--- src/hw/rtl/rrsc_pkg.sv ---
// Shared constants, types and trig table for the radar ray scan converter.
package rrsc_pkg;

    localparam int BINS            = 400;
    localparam int MAX_RAY_SAMPLES = 4096;
    localparam int SAMPLE_BITS     = 12;
    localparam int IMG_CENTER      = 400;
    localparam int UNIT_SHIFT      = 15;
    localparam int DEG_FULL        = 360;
    localparam int DEG_HALF        = 180;
    localparam int DEG_3QTR        = 270;
    localparam int DEG_QUARTER     = 90;

    localparam int ANGLE_W    = 9;
    localparam int LEN_W      = 13;
    localparam int SAMPLE_W   = 12;
    localparam int COORD_W    = 10;
    localparam int INTENS_W   = 8;
    localparam int IDX_W      = $clog2(MAX_RAY_SAMPLES);
    localparam int BIN_W      = $clog2(BINS);
    localparam int DIVIDEND_W = IDX_W + BIN_W;
    localparam int MAG_W      = UNIT_SHIFT + 1;
    localparam int PROD_W     = BIN_W + MAG_W;
    localparam int QIDX_W     = 7;
    localparam int S_TDATA_W  = ((ANGLE_W + LEN_W + SAMPLE_W + 7) / 8) * 8;
    localparam int M_TDATA_W  = ((2 * COORD_W + INTENS_W + 7) / 8) * 8;

    typedef struct packed {
        logic             neg;
        logic [MAG_W-1:0] mag;
    } trig_t;

    localparam logic [MAG_W-1:0] QSIN [0:DEG_QUARTER] = '{
        16'd0,     16'd572,   16'd1144,  16'd1715,  16'd2286,  16'd2856,  16'd3425,
        16'd3993,  16'd4560,  16'd5126,  16'd5690,  16'd6252,  16'd6813,  16'd7371,
        16'd7927,  16'd8481,  16'd9032,  16'd9580,  16'd10126, 16'd10668, 16'd11207,
        16'd11743, 16'd12275, 16'd12803, 16'd13328, 16'd13848, 16'd14365, 16'd14876,
        16'd15384, 16'd15886, 16'd16384, 16'd16877, 16'd17364, 16'd17847, 16'd18324,
        16'd18795, 16'd19261, 16'd19720, 16'd20174, 16'd20622, 16'd21063, 16'd21498,
        16'd21926, 16'd22348, 16'd22763, 16'd23170, 16'd23571, 16'd23965, 16'd24351,
        16'd24730, 16'd25102, 16'd25466, 16'd25822, 16'd26170, 16'd26510, 16'd26842,
        16'd27166, 16'd27482, 16'd27789, 16'd28088, 16'd28378, 16'd28660, 16'd28932,
        16'd29197, 16'd29452, 16'd29698, 16'd29935, 16'd30163, 16'd30382, 16'd30592,
        16'd30792, 16'd30983, 16'd31164, 16'd31336, 16'd31499, 16'd31651, 16'd31795,
        16'd31928, 16'd32052, 16'd32166, 16'd32270, 16'd32365, 16'd32449, 16'd32524,
        16'd32588, 16'd32643, 16'd32688, 16'd32723, 16'd32748, 16'd32763, 16'd32768
    };

    function automatic logic [MAG_W-1:0] qsin_lookup(input logic [QIDX_W-1:0] idx);
        logic [MAG_W-1:0] r;
        r = '0;
        if (idx <= QIDX_W'(DEG_QUARTER)) begin
            r = QSIN[idx];
        end
        return r;
    endfunction

    // signed sine for an angle already reduced to 0..359
    function automatic trig_t sine_of(input logic [ANGLE_W-1:0] a);
        trig_t            t;
        logic [ANGLE_W-1:0] d;
        if (a <= ANGLE_W'(DEG_QUARTER)) begin
            d     = a;
            t.neg = 1'b0;
        end else if (a <= ANGLE_W'(DEG_HALF)) begin
            d     = ANGLE_W'(DEG_HALF) - a;
            t.neg = 1'b0;
        end else if (a <= ANGLE_W'(DEG_3QTR)) begin
            d     = a - ANGLE_W'(DEG_HALF);
            t.neg = 1'b1;
        end else begin
            d     = ANGLE_W'(DEG_FULL) - a;
            t.neg = 1'b1;
        end
        t.mag = qsin_lookup(d[QIDX_W-1:0]);
        return t;
    endfunction

endpackage

--- src/hw/rtl/radar_ray_scan_converter_top.sv ---
// Top level of the radar ray scan converter: sequencer, bin state and output register.
//
//  channel  | direction | tdata (low bit up)                      | tlast
//  s_       | in        | angle_deg[8:0] ray_length[21:9]         | last_sample
//           |           | sample[33:22] zero[39:34]               |
//  m_       | out       | pixel_x[9:0] pixel_y[19:10]             | last_of_ray
//           |           | intensity[27:20] zero[31:28]            |
//
// Steps: the divider gives one quotient bit per cycle, and its quotient becomes the bin;
//   the bin state is then updated, and a word with one pixel write runs the coordinate
//   unit and loads the output register. A second pixel write runs the coordinate unit
//   and the output load once more. A new sample word is taken only back in S_IDLE.
// A sample at or past the ray length, or of zero length, skips the divider (bin saturates).
// Reset: aresetn low for one edge clears sequencer, bin state and output valid.
// Stalls: m_tready low holds a finished word in the output register; the next
//   sample word is still taken, and a pixel load waits in S_OUT while it is full.
module radar_ray_scan_converter_top
    import rrsc_pkg::*;
(
    input  logic                 aclk,
    input  logic                 aresetn,
    input  logic                 s_tvalid,
    output logic                 s_tready,
    input  logic [S_TDATA_W-1:0] s_tdata,   // angle_deg, ray_length, sample, zero pad
    input  logic                 s_tlast,
    output logic                 m_tvalid,
    input  logic                 m_tready,
    output logic [M_TDATA_W-1:0] m_tdata,   // pixel_x, pixel_y, intensity, zero pad
    output logic                 m_tlast
);

    typedef enum logic [2:0] {
        S_IDLE, S_DIV, S_DECIDE, S_CSTART, S_COORD, S_OUT, S_FINISH
    } state_t;

    // field positions inside s_tdata
    localparam int LEN_LO = ANGLE_W;
    localparam int SMP_LO = ANGLE_W + LEN_W;

    state_t              state_reg, state_next;
    logic [IDX_W-1:0]    idx_reg,   idx_next;
    logic [BIN_W-1:0]    cur_reg,   cur_next;
    logic [SAMPLE_W-1:0] peak_reg,  peak_next;

    logic [ANGLE_W-1:0]  ang_reg,   ang_next;
    logic [SAMPLE_W-1:0] smp_reg,   smp_next;
    logic                last_reg,  last_next;
    logic [BIN_W-1:0]    bin_reg,   bin_next;

    logic [BIN_W-1:0]    em_bin_reg,  em_bin_next;
    logic [SAMPLE_W-1:0] em_peak_reg, em_peak_next;
    logic                em_last_reg, em_last_next;

    logic                m_tvalid_reg, m_tvalid_next;
    logic [COORD_W-1:0]  px_reg,       px_next;
    logic [COORD_W-1:0]  py_reg,       py_next;
    logic [INTENS_W-1:0] int_reg,      int_next;
    logic                mlast_reg,    mlast_next;

    logic                  s_accept;
    logic [ANGLE_W-1:0]    in_angle;
    logic [ANGLE_W-1:0]    in_angle_mod;
    logic [LEN_W-1:0]      in_len;
    logic [SAMPLE_W-1:0]   in_smp;
    logic                  in_sat;
    logic [DIVIDEND_W-1:0] dividend;
    logic                  div_start;
    logic                  div_done;
    logic [BIN_W-1:0]      div_quo;
    logic                  coord_start;
    logic                  coord_done;
    logic [COORD_W-1:0]    coord_x;
    logic [COORD_W-1:0]    coord_y;
    logic                  out_load;
    logic                  out_room;

    always_comb begin
        in_angle     = s_tdata[ANGLE_W-1:0];
        in_len       = s_tdata[LEN_LO +: LEN_W];
        in_smp       = s_tdata[SMP_LO +: SAMPLE_W] & SAMPLE_W'((1 << SAMPLE_BITS) - 1);
        in_angle_mod = (in_angle >= ANGLE_W'(DEG_FULL)) ? (in_angle - ANGLE_W'(DEG_FULL))
                                                        : in_angle;
        // a zero length, or an index at or past the length, saturates to the last bin
        in_sat       = (in_len == '0) || ({{(LEN_W - IDX_W){1'b0}}, idx_reg} >= in_len);
        dividend     = DIVIDEND_W'(idx_reg * BINS);
        s_accept     = s_tvalid && s_tready;
        div_start    = s_accept && !in_sat;
        coord_start  = (state_reg == S_CSTART);
        out_room     = !m_tvalid_reg || m_tready;
        out_load     = (state_reg == S_OUT) && out_room;
    end

    rrsc_div u_div (
        .aclk     (aclk),
        .aresetn  (aresetn),
        .start    (div_start),
        .dividend (dividend),
        .divisor  (in_len),
        .done     (div_done),
        .quotient (div_quo)
    );

    rrsc_coord u_coord (
        .aclk    (aclk),
        .aresetn (aresetn),
        .start   (coord_start),
        .angle   (ang_reg),
        .bin     (em_bin_reg),
        .done    (coord_done),
        .pixel_x (coord_x),
        .pixel_y (coord_y)
    );

    always_comb begin
        state_next    = state_reg;
        idx_next      = idx_reg;
        cur_next      = cur_reg;
        peak_next     = peak_reg;
        ang_next      = ang_reg;
        smp_next      = smp_reg;
        last_next     = last_reg;
        bin_next      = bin_reg;
        em_bin_next   = em_bin_reg;
        em_peak_next  = em_peak_reg;
        em_last_next  = em_last_reg;
        px_next       = px_reg;
        py_next       = py_reg;
        int_next      = int_reg;
        mlast_next    = mlast_reg;
        // drop valid once the word is taken; a load below sets it again
        m_tvalid_next = m_tvalid_reg && !m_tready;

        case (state_reg)
            S_IDLE: begin
                if (s_accept) begin
                    ang_next   = in_angle_mod;
                    smp_next   = in_smp;
                    last_next  = s_tlast;
                    bin_next   = BIN_W'(BINS - 1);
                    state_next = in_sat ? S_DECIDE : S_DIV;
                end
            end
            S_DIV: begin
                if (div_done) begin
                    bin_next   = div_quo;
                    state_next = S_DECIDE;
                end
            end
            S_DECIDE: begin
                if (idx_reg == '0) begin
                    // first sample of a ray opens its bin
                    cur_next     = bin_reg;
                    peak_next    = smp_reg;
                    em_bin_next  = bin_reg;
                    em_peak_next = smp_reg;
                    em_last_next = 1'b1;
                    state_next   = last_reg ? S_CSTART : S_FINISH;
                end else if (bin_reg != cur_reg) begin
                    // bin change: write the finished bin, then open the new one
                    em_bin_next  = cur_reg;
                    em_peak_next = peak_reg;
                    em_last_next = 1'b0;
                    cur_next     = bin_reg;
                    peak_next    = smp_reg;
                    state_next   = S_CSTART;
                end else begin
                    if (smp_reg > peak_reg) begin
                        peak_next = smp_reg;
                    end
                    em_bin_next  = cur_reg;
                    em_peak_next = (smp_reg > peak_reg) ? smp_reg : peak_reg;
                    em_last_next = 1'b1;
                    state_next   = last_reg ? S_CSTART : S_FINISH;
                end
            end
            S_CSTART: begin
                state_next = S_COORD;
            end
            S_COORD: begin
                if (coord_done) begin
                    state_next = S_OUT;
                end
            end
            S_OUT: begin
                if (out_room) begin
                    px_next       = coord_x;
                    py_next       = coord_y;
                    int_next      = em_peak_reg[INTENS_W-1:0];
                    mlast_next    = em_last_reg;
                    m_tvalid_next = 1'b1;
                    if (!em_last_reg && last_reg) begin
                        // end of ray after a bin change: write the closing bin too
                        em_bin_next  = cur_reg;
                        em_peak_next = peak_reg;
                        em_last_next = 1'b1;
                        state_next   = S_CSTART;
                    end else begin
                        state_next = S_FINISH;
                    end
                end
            end
            S_FINISH: begin
                if (last_reg) begin
                    idx_next  = '0;
                    cur_next  = '0;
                    peak_next = '0;
                end else if (idx_reg == IDX_W'(MAX_RAY_SAMPLES - 1)) begin
                    idx_next = '0;
                end else begin
                    idx_next = idx_reg + 1'b1;
                end
                state_next = S_IDLE;
            end
            default: begin
                state_next = S_IDLE;
            end
        endcase
    end

    always_ff @(posedge aclk) begin
        if (!aresetn) begin
            state_reg    <= S_IDLE;
            idx_reg      <= '0;
            cur_reg      <= '0;
            peak_reg     <= '0;
            m_tvalid_reg <= 1'b0;
        end else begin
            state_reg    <= state_next;
            idx_reg      <= idx_next;
            cur_reg      <= cur_next;
            peak_reg     <= peak_next;
            m_tvalid_reg <= m_tvalid_next;
        end
        ang_reg     <= ang_next;
        smp_reg     <= smp_next;
        last_reg    <= last_next;
        bin_reg     <= bin_next;
        em_bin_reg  <= em_bin_next;
        em_peak_reg <= em_peak_next;
        em_last_reg <= em_last_next;
        px_reg      <= px_next;
        py_reg      <= py_next;
        int_reg     <= int_next;
        mlast_reg   <= mlast_next;
    end

    assign s_tready = (state_reg == S_IDLE);
    assign m_tvalid = m_tvalid_reg;
    assign m_tdata  = M_TDATA_W'({int_reg, py_reg, px_reg});
    assign m_tlast  = mlast_reg;

    // busy from the cycle after a sample word is taken
    a_busy_after_accept: assert property (@(posedge aclk) disable iff (!aresetn)
        s_accept |=> !s_tready)
        else $error("sample word taken while previous one still in work");

    // a pixel load never overwrites a word that is still waiting
    a_no_overwrite: assert property (@(posedge aclk) disable iff (!aresetn)
        out_load |-> (!m_tvalid_reg || m_tready))
        else $error("output register overwritten");

    // an in-range index goes through the divider
    a_div_path: assert property (@(posedge aclk) disable iff (!aresetn)
        div_start |=> (state_reg == S_DIV))
        else $error("divider started outside the divide step");

    // end of ray returns the bin state to its reset values
    a_ray_end_clear: assert property (@(posedge aclk) disable iff (!aresetn)
        (state_reg == S_FINISH && last_reg) |=> (idx_reg == '0 && peak_reg == '0))
        else $error("bin state not cleared at end of ray");

endmodule

--- src/hw/rtl/rrsc_div.sv ---
// Restoring divider, one quotient bit per cycle, giving the bin index.
module rrsc_div
    import rrsc_pkg::*;
(
    input  logic                  aclk,
    input  logic                  aresetn,
    input  logic                  start,
    input  logic [DIVIDEND_W-1:0] dividend,
    input  logic [LEN_W-1:0]      divisor,
    output logic                  done,
    output logic [BIN_W-1:0]      quotient
);

    localparam int CNT_W = $clog2(BIN_W + 1);

    logic [LEN_W-1:0]  rem_reg,  rem_next;
    logic [BIN_W-1:0]  dsh_reg,  dsh_next;
    logic [BIN_W-1:0]  quo_reg,  quo_next;
    logic [LEN_W-1:0]  den_reg,  den_next;
    logic [CNT_W-1:0]  cnt_reg,  cnt_next;
    logic              done_reg, done_next;
    logic [LEN_W:0]    trial;
    logic [LEN_W:0]    shifted;

    // caller guarantees dividend < divisor * 2^BIN_W, so the top slice is below divisor
    always_comb begin
        shifted   = {rem_reg, dsh_reg[BIN_W-1]};
        trial     = shifted - {1'b0, den_reg};
        rem_next  = rem_reg;
        dsh_next  = dsh_reg;
        quo_next  = quo_reg;
        den_next  = den_reg;
        cnt_next  = cnt_reg;
        done_next = 1'b0;
        if (start) begin
            rem_next = LEN_W'(dividend[DIVIDEND_W-1:BIN_W]);
            dsh_next = dividend[BIN_W-1:0];
            quo_next = '0;
            den_next = divisor;
            cnt_next = CNT_W'(BIN_W);
        end else if (cnt_reg != '0) begin
            if (!trial[LEN_W]) begin
                rem_next = trial[LEN_W-1:0];
            end else begin
                rem_next = shifted[LEN_W-1:0];
            end
            quo_next  = {quo_reg[BIN_W-2:0], ~trial[LEN_W]};
            dsh_next  = {dsh_reg[BIN_W-2:0], 1'b0};
            cnt_next  = cnt_reg - 1'b1;
            done_next = (cnt_reg == CNT_W'(1));
        end
    end

    always_ff @(posedge aclk) begin
        if (!aresetn) begin
            cnt_reg  <= '0;
            done_reg <= 1'b0;
        end else begin
            cnt_reg  <= cnt_next;
            done_reg <= done_next;
        end
        rem_reg <= rem_next;
        dsh_reg <= dsh_next;
        quo_reg <= quo_next;
        den_reg <= den_next;
    end

    assign done     = done_reg;
    assign quotient = quo_reg;

endmodule

--- src/hw/rtl/rrsc_coord.sv ---
// Pixel coordinate unit: one shared multiplier, sine pass then cosine pass.
module rrsc_coord
    import rrsc_pkg::*;
(
    input  logic               aclk,
    input  logic               aresetn,
    input  logic               start,
    input  logic [ANGLE_W-1:0] angle,
    input  logic [BIN_W-1:0]   bin,
    output logic               done,
    output logic [COORD_W-1:0] pixel_x,
    output logic [COORD_W-1:0] pixel_y
);

    typedef enum logic [2:0] {C_IDLE, C_MUL_X, C_ADD_X, C_MUL_Y, C_ADD_Y} cstate_t;

    cstate_t            state_reg, state_next;
    logic [PROD_W-1:0]  prod_reg,  prod_next;
    logic               neg_reg,   neg_next;
    logic [COORD_W-1:0] x_reg,     x_next;
    logic [COORD_W-1:0] y_reg,     y_next;
    logic               done_reg,  done_next;
    logic [ANGLE_W:0]   cos_sum;
    logic [ANGLE_W-1:0] cos_angle;
    trig_t              sin_t;
    trig_t              cos_t;
    trig_t              sel_t;
    logic [PROD_W:0]    rounded;
    logic [COORD_W-1:0] flr_mag;
    logic [COORD_W-1:0] centre;

    always_comb begin
        cos_sum   = {1'b0, angle} + (ANGLE_W + 1)'(DEG_QUARTER);
        cos_angle = (cos_sum >= (ANGLE_W + 1)'(DEG_FULL))
                    ? ANGLE_W'(cos_sum - (ANGLE_W + 1)'(DEG_FULL)) : cos_sum[ANGLE_W-1:0];
        sin_t     = sine_of(angle);
        cos_t     = sine_of(cos_angle);
        sel_t     = (state_reg == C_MUL_Y) ? cos_t : sin_t;
        // floor toward minus infinity: round the magnitude up when negative
        rounded   = neg_reg ? ({1'b0, prod_reg} + (PROD_W + 1)'((1 << UNIT_SHIFT) - 1))
                            : {1'b0, prod_reg};
        flr_mag   = COORD_W'(rounded >> UNIT_SHIFT);
        centre    = COORD_W'(IMG_CENTER);
    end

    always_comb begin
        state_next = state_reg;
        prod_next  = prod_reg;
        neg_next   = neg_reg;
        x_next     = x_reg;
        y_next     = y_reg;
        done_next  = 1'b0;
        case (state_reg)
            C_IDLE: begin
                if (start) begin
                    state_next = C_MUL_X;
                end
            end
            C_MUL_X, C_MUL_Y: begin
                prod_next  = PROD_W'(bin * sel_t.mag);
                neg_next   = sel_t.neg;
                state_next = (state_reg == C_MUL_X) ? C_ADD_X : C_ADD_Y;
            end
            C_ADD_X: begin
                x_next     = neg_reg ? (centre - flr_mag) : (centre + flr_mag);
                state_next = C_MUL_Y;
            end
            C_ADD_Y: begin
                y_next     = neg_reg ? (centre + flr_mag) : (centre - flr_mag);
                done_next  = 1'b1;
                state_next = C_IDLE;
            end
            default: begin
                state_next = C_IDLE;
            end
        endcase
    end

    always_ff @(posedge aclk) begin
        if (!aresetn) begin
            state_reg <= C_IDLE;
            done_reg  <= 1'b0;
        end else begin
            state_reg <= state_next;
            done_reg  <= done_next;
        end
        prod_reg <= prod_next;
        neg_reg  <= neg_next;
        x_reg    <= x_next;
        y_reg    <= y_next;
    end

    assign done    = done_reg;
    assign pixel_x = x_reg;
    assign pixel_y = y_reg;

endmodule
--- config.mk ---
export PLATFORM = sky130hd
export DESIGN_NAME = radar_ray_scan_converter_top
export DESIGN_NICKNAME = d
export VERILOG_FILES = /design/src/hw/rtl/rrsc_pkg.sv /design/src/hw/rtl/radar_ray_scan_converter_top.sv /design/src/hw/rtl/rrsc_div.sv /design/src/hw/rtl/rrsc_coord.sv
export SDC_FILE = /design/constraint.sdc
export NUM_CORES = 1
export LEC_CHECK = 0
export BUFFER_PORTS_ARGS = -buffer_cell sky130_fd_sc_hd__buf_2
export CAP_MARGIN = 5
export CORE_MARGIN = 2
export CORE_UTILIZATION = 40
export DETAILED_ROUTE_END_ITERATION = 16
export GPL_TIMING_DRIVEN = 0
export SLEW_MARGIN = 20
export SYNTH_ARGS = -nofsm -noshare
export SYNTH_HDL_FRONTEND = slang
export SYNTH_SLANG_ARGS = --single-unit
--- constraint.sdc ---
create_clock -name aclk -period 15.4 [get_ports aclk]
set_clock_uncertainty 0.15 [all_clocks]
set_input_delay 3.08 -clock aclk [delete_from_list [all_inputs] [get_ports aclk]]
set_output_delay 3.08 -clock aclk [all_outputs]
set_load 0.01 [all_outputs]
==> flow_summary.json, run 1 <==
{
  "nFillCells": 5184,
  "worstMarginPinSlew_ps": 1130,
  "max_freq_mhz": 72.3,
  "clk_path_buf_depth": 3,
  "viasPerCell": 5.91,
  "htree_levels": 1,
  "grt_pass1_wl_um": 109000,
  "crit_family": "compound AO/OA/AOI/OAI gates",
  "yosysMostFrequentCell": "nand2_1",
  "cp_max_fo": 14,
  "stdcell_count": 3286,
  "synth.area.top_cells": "edfxtp_1 22%, fa_1 10%, ha_1 9.9%",
  "reg2regPathDepth": 42,
  "worst-path-stages": 42,
  "status": "finished clean",
  "ctsHoldBuffers": 0,
  "initial_utilization_pct": 40.5,
  "rows": 84,
  "rsz0062_at_grt": "false",
  "grt_pass1_vias": 19500,
  "maxCapViolCount": 0,
  "synthArstFlopShare_pct": 0,
  "synth_common_cells": "284 x nand2_1, 221 x inv_1, 173 x a21oi_1",
  "synth_top_cell_by_area": "edfxtp_1",
  "wl_per_cell_um": 20.8,
  "cp-end-kind": "register",
  "syn_inst": 2476,
  "dpl.hpwl_um": 51800,
  "setup_viol": 0,
  "synth.distinct_cells": 106,
  "grt_overflow": 0,
  "fin_crit_ps": 13830,
  "antenna_cells": 0,
  "largest_reg_flops": 25,
  "synth_top_area_share_pct": 21.7,
  "arrival_ps": 13960,
  "dp_cells": 3238,
  "fp.dieW_um": 235,
  "syn_area_mm2": 0.0213,
  "clock-sinks": 210,
  "ys.flop_type": "edfxtp_1",
  "post_cts_resized": 0,
  "num_vias": 19400,
  "dr.first_iter.drc_count": 1726,
  "whs_path_depth": 0,
  "die_area_mm2": 0.0552,
  "cp-start-kind": "register",
  "gp_congestion": 0.985,
  "io_buffer_count": 68,
  "path_class": "reg2reg",
  "syn_to_final_growth_pct": 10.2,
  "cts_buffers": 26,
  "fin_crit_sh_pct": 89.8,
  "die_y_um": 235,
  "setup_tns_ps": 0,
  "slew_violations": 0,
  "post_cts.repair.setup_buffers": 0,
  "slowest_delay_ps": 850,
  "multiInputGateArea_mm2": 0.0141,
  "seq_area_mm2": 0.00575,
  "grt_max_degree": 31,
  "synth_edf_count": 154,
  "cp.buffers_inverters": 8,
  "drt_first_pass_iters": 6,
  "gr-usage-all-layers_pct": 24.4,
  "layout-drive-gt1-share_pct": 9.58,
  "fin_nets": 2899,
  "hold_viol_final": 0,
  "max_slew_margin_pct": 23.5,
  "cts.clk_slew.worst_paths_ps": 60,
  "ys_warn_count": 0,
  "final_antenna_net_count": 0,
  "avgSynthCellArea_um2": 8.61,
  "drc": 0,
  "hold_path_class": "reg2reg",
  "ys_seq_elements": 210,
  "insertion_delay_ps": 560,
  "cts_tree": "built",
  "slowest_stage": "edfxtp_1",
  "pin_count": 80,
  "core_mm2": 0.0527,
  "cpMostUsedCell": "o21ai_0",
  "drt-total-wl_um": 68500,
  "cp.required_ps": 15530,
  "antenna_found_initial": 0,
  "synth-seq-area-share_pct": 26.9,
  "root_buffer": "clkbuf_16"
}
## layout by cell type, fill, tap and decap left out, drive strengths merged, types with 30 or more instances in the layout
master	count
nor2	155
o21ai	163
nand3	68
xor2	33
o211ai	40
buf	133
a21oi	176
clkbuf	121
ha	169
and2	83
edfxtp	154
dfxtp	56
nor3	50
nand4	30
xnor2	57
nand2	286
nor2b	38
inv	224
fa	107
## final timing paths
path,start,end,slack (ps)
worst max register to register,ang_reg[0],u_coord.prod_reg[24],1570
worst min register to register,u_coord.pixel_x[7],px_reg[7],270
worst max-delay path,ang_reg[0],u_coord.prod_reg[24],1570
worst min-delay path,u_coord.pixel_x[7],px_reg[7],270
## cell type report
type	count	area share, %
plain buffers	149	2.84
clock inverters	14	0.788
flip-flops and latches	210	24.4
well taps	688	3.66
inverters	228	3.64
clock buffers	34	2.98
repair buffers	71	1.63
multi-input cells	1892	60.0
## through the flow
stage | instance area (um2) | setup slack (ps) | util [%] | hold slack, ps
finish | 23500 | 1570 | 44.6 | 267
global route | 23500 | 831 | 44.6 | 273
CTS | 23500 | 1890 | 44.6 | 269
detailed placement | 22600 | 2000 | 42.9 | 255
global placement | 22500 | 1890 | 42.8 | 252
floorplan | 21300 | 5350 | - | 250
## routing by layer
| layer | up-vias | wire length (um) | GRT usage [%] |
|---|---|---|---|
| met5 | - | 0 | 0 |
| met4 | 0 | 2370 | 8.32 |
| met3 | 159 | 4400 | 3.70 |
| met2 | 767 | 31800 | 40.2 |
| met1 | 9460 | 30000 | 32.7 |
| li1 | 9018 | - | - |
## logic make-up (layout without fill, tap and decap cells)
group | Yosys count | count (layout) | share of synthesized area [%]
AOI/OAI and AO/OA | 668 | 668 | 21.5
and+or+nand+nor | 810 | 810 | 18.3
DFF | 210 | 210 | 26.9
muxes | 42 | 42 | 2.27
buffers and inverters | 377 | 496 | 7.14
other | 1 | 4 | 0.0176
adders and majority gates | 278 | 278 | 20.0
xor gates and xnor gates | 90 | 90 | 3.73
Power of run 1 is left out: the tool's default activity adds up to more than one toggle a clock period on the data nets, which glitch-free logic cannot reach.
==> run 2: changes to the inputs <==
--- a/config.mk
+++ b/config.mk
@@ -5,12 +5,15 @@
 export SDC_FILE = /design/constraint.sdc
 export NUM_CORES = 1
 export LEC_CHECK = 0
+export ABC_AREA = 0
 export BUFFER_PORTS_ARGS = -buffer_cell sky130_fd_sc_hd__buf_2
 export CAP_MARGIN = 5
 export CORE_MARGIN = 2
 export CORE_UTILIZATION = 40
+export CTS_BUF_LIST = sky130_fd_sc_hd__clkbuf_4 sky130_fd_sc_hd__clkbuf_8 sky130_fd_sc_hd__clkbuf_16
 export DETAILED_ROUTE_END_ITERATION = 16
 export GPL_TIMING_DRIVEN = 0
+export PLACE_DENSITY = 0.64
 export SLEW_MARGIN = 20
 export SYNTH_ARGS = -nofsm -noshare
 export SYNTH_HDL_FRONTEND = slang
==> run 2 against run 1 <==
Net effect: wire length fell by 3.2%; via count shrank 0.33%; worst setup slack better by 750 ps; sequential share of layout area grew 0.064 points; critical path depth up 3; first-iteration DRC count up 10%; non-clock buffer count rose by 1; utilization decreased by 0.12 points; die area is the same; flip-flop and latch count did not move.
==> flow_summary.json, run 2 (synthesized netlist as in run 1, its figures left out) <==
{
  "grt_max_degree": 26,
  "drt_first_pass_iters": 5,
  "slew_violations": 0,
  "antenna_cells": 0,
  "cp_max_fo": 14,
  "arrival_ps": 13220,
  "ctsHoldBuffers": 0,
  "hold_viol_final": 0,
  "io_buffer_count": 68,
  "pin_count": 80,
  "clk_path_buf_depth": 3,
  "root_buffer": "clkbuf_16",
  "nFillCells": 5123,
  "hold_path_class": "reg2reg",
  "layout_commonest_cell": "nand2_1",
  "fin_crit_ps": 13080,
  "gr-usage-all-layers_pct": 23.7,
  "core_mm2": 0.0527,
  "die_y_um": 235,
  "drt-total-wl_um": 66300,
  "worstMarginPinSlew_ps": 1230,
  "die_area_mm2": 0.0552,
  "path_class": "reg2reg",
  "slowest_delay_ps": 610,
  "cp-start-kind": "register",
  "clock-sinks": 210,
  "status": "finished clean",
  "syn_to_final_growth_pct": 9.88,
  "grt_overflow": 0,
  "cp.required_ps": 15540,
  "cts_buffers": 25,
  "max_slew_margin_pct": 17.3,
  "num_vias": 19300,
  "rows": 84,
  "dpl.hpwl_um": 50300,
  "viasPerCell": 5.89,
  "cts.clk_slew.worst_paths_ps": 70,
  "insertion_delay_ps": 560,
  "cpMostUsedCell": "inv_1",
  "post_cts_resized": 0,
  "wl_per_cell_um": 20.2,
  "largest_reg_flops": 25,
  "final_antenna_net_count": 0,
  "setup_tns_ps": 0,
  "rsz0062_at_grt": "false",
  "max_freq_mhz": 76.5,
  "layout-drive-gt1-share_pct": 9.74,
  "drc": 0,
  "antenna_found_initial": 0,
  "mostFrequentLayoutCells": "284 x nand2_1, 221 x inv_1, 173 x a21oi_1",
  "htree_levels": 1,
  "grt_pass1_vias": 19300,
  "fp.dieW_um": 235,
  "maxCapViolCount": 0,
  "initial_utilization_pct": 40.5,
  "post_cts.repair.setup_buffers": 0,
  "fin_nets": 2899,
  "fin_crit_sh_pct": 84.9,
  "setup_viol": 0,
  "cp-end-kind": "register",
  "cts_tree": "built",
  "dr.first_iter.drc_count": 1907,
  "gp_congestion": 1.02,
  "slowest_stage": "mux2i_1",
  "grt_pass1_wl_um": 106000
}
run 2: final timing paths:
path | start | to | slack (ps) | depth (start not counted)
worst max-delay path | ang_reg[3] | u_coord.prod_reg[24] | 2320 | 45
worst min register to register | u_coord.pixel_y[8] | py_reg[8] | 270 | 0
worst max register to register | ang_reg[3] | u_coord.prod_reg[24] | 2320 | 45
worst min-delay path | u_coord.pixel_y[8] | py_reg[8] | 270 | 0
run 2: routing by layer:
metal  track usage (%)  routed length (um)  vias up
met4              9.03                2310        0
met1              31.7               28200     9313
met2              38.6               30500      853
met3              3.61                5330      162
li1                  -                   -     9011
met5                 0                   0        -
run 2: layout make-up:
| class | count | area [um2] | share of cell area (%) |
|---|---|---|---|
| repair buffers | 72 | 403 | 1.72 |
| clock buffers | 32 | 678 | 2.89 |
| plain buffers | 149 | 668 | 2.85 |
| inverters | 228 | 856 | 3.65 |
| multi-input cells | 1892 | 14100 | 60.2 |
| well taps | 688 | 861 | 3.67 |
| flip-flops and latches | 210 | 5750 | 24.5 |
| clock inverters | 14 | 128 | 0.544 |
run 2: through the flow:
stage | utilization (%) | area (um2) | hold WS [ps] | worst slack (ps) | cells
3_5_place_dp | 43.0 | 22600 | 255 | 2810 | 3239
4_1_cts | 44.5 | 23400 | 270 | 2750 | 3285
3_3_place_gp | 42.8 | 22500 | 255 | 2730 | 3235
6_report | 44.5 | 23400 | 269 | 2320 | 3285
5_1_grt | 44.5 | 23400 | 277 | 1550 | 3285
2_1_floorplan | - | 21300 | 250 | 5350 | 2479
run 2: critical path: cells and delay by family, from the launching register on:
| family | cells | cell delay (ps) |
|---|---|---|
| XOR/XNOR | 2 | 660 |
| AND/OR/NAND/NOR | 6 | 1230 |
| multiplexers | 1 | 610 |
| buffers and inverters | 8 | 1870 |
| flip-flops | 1 | 540 |
| AO/OA/AOI/OAI | 20 | 4620 |
| adder cells (fa/ha/maj) | 8 | 3120 |
Power of run 2 is left out for the same reason.
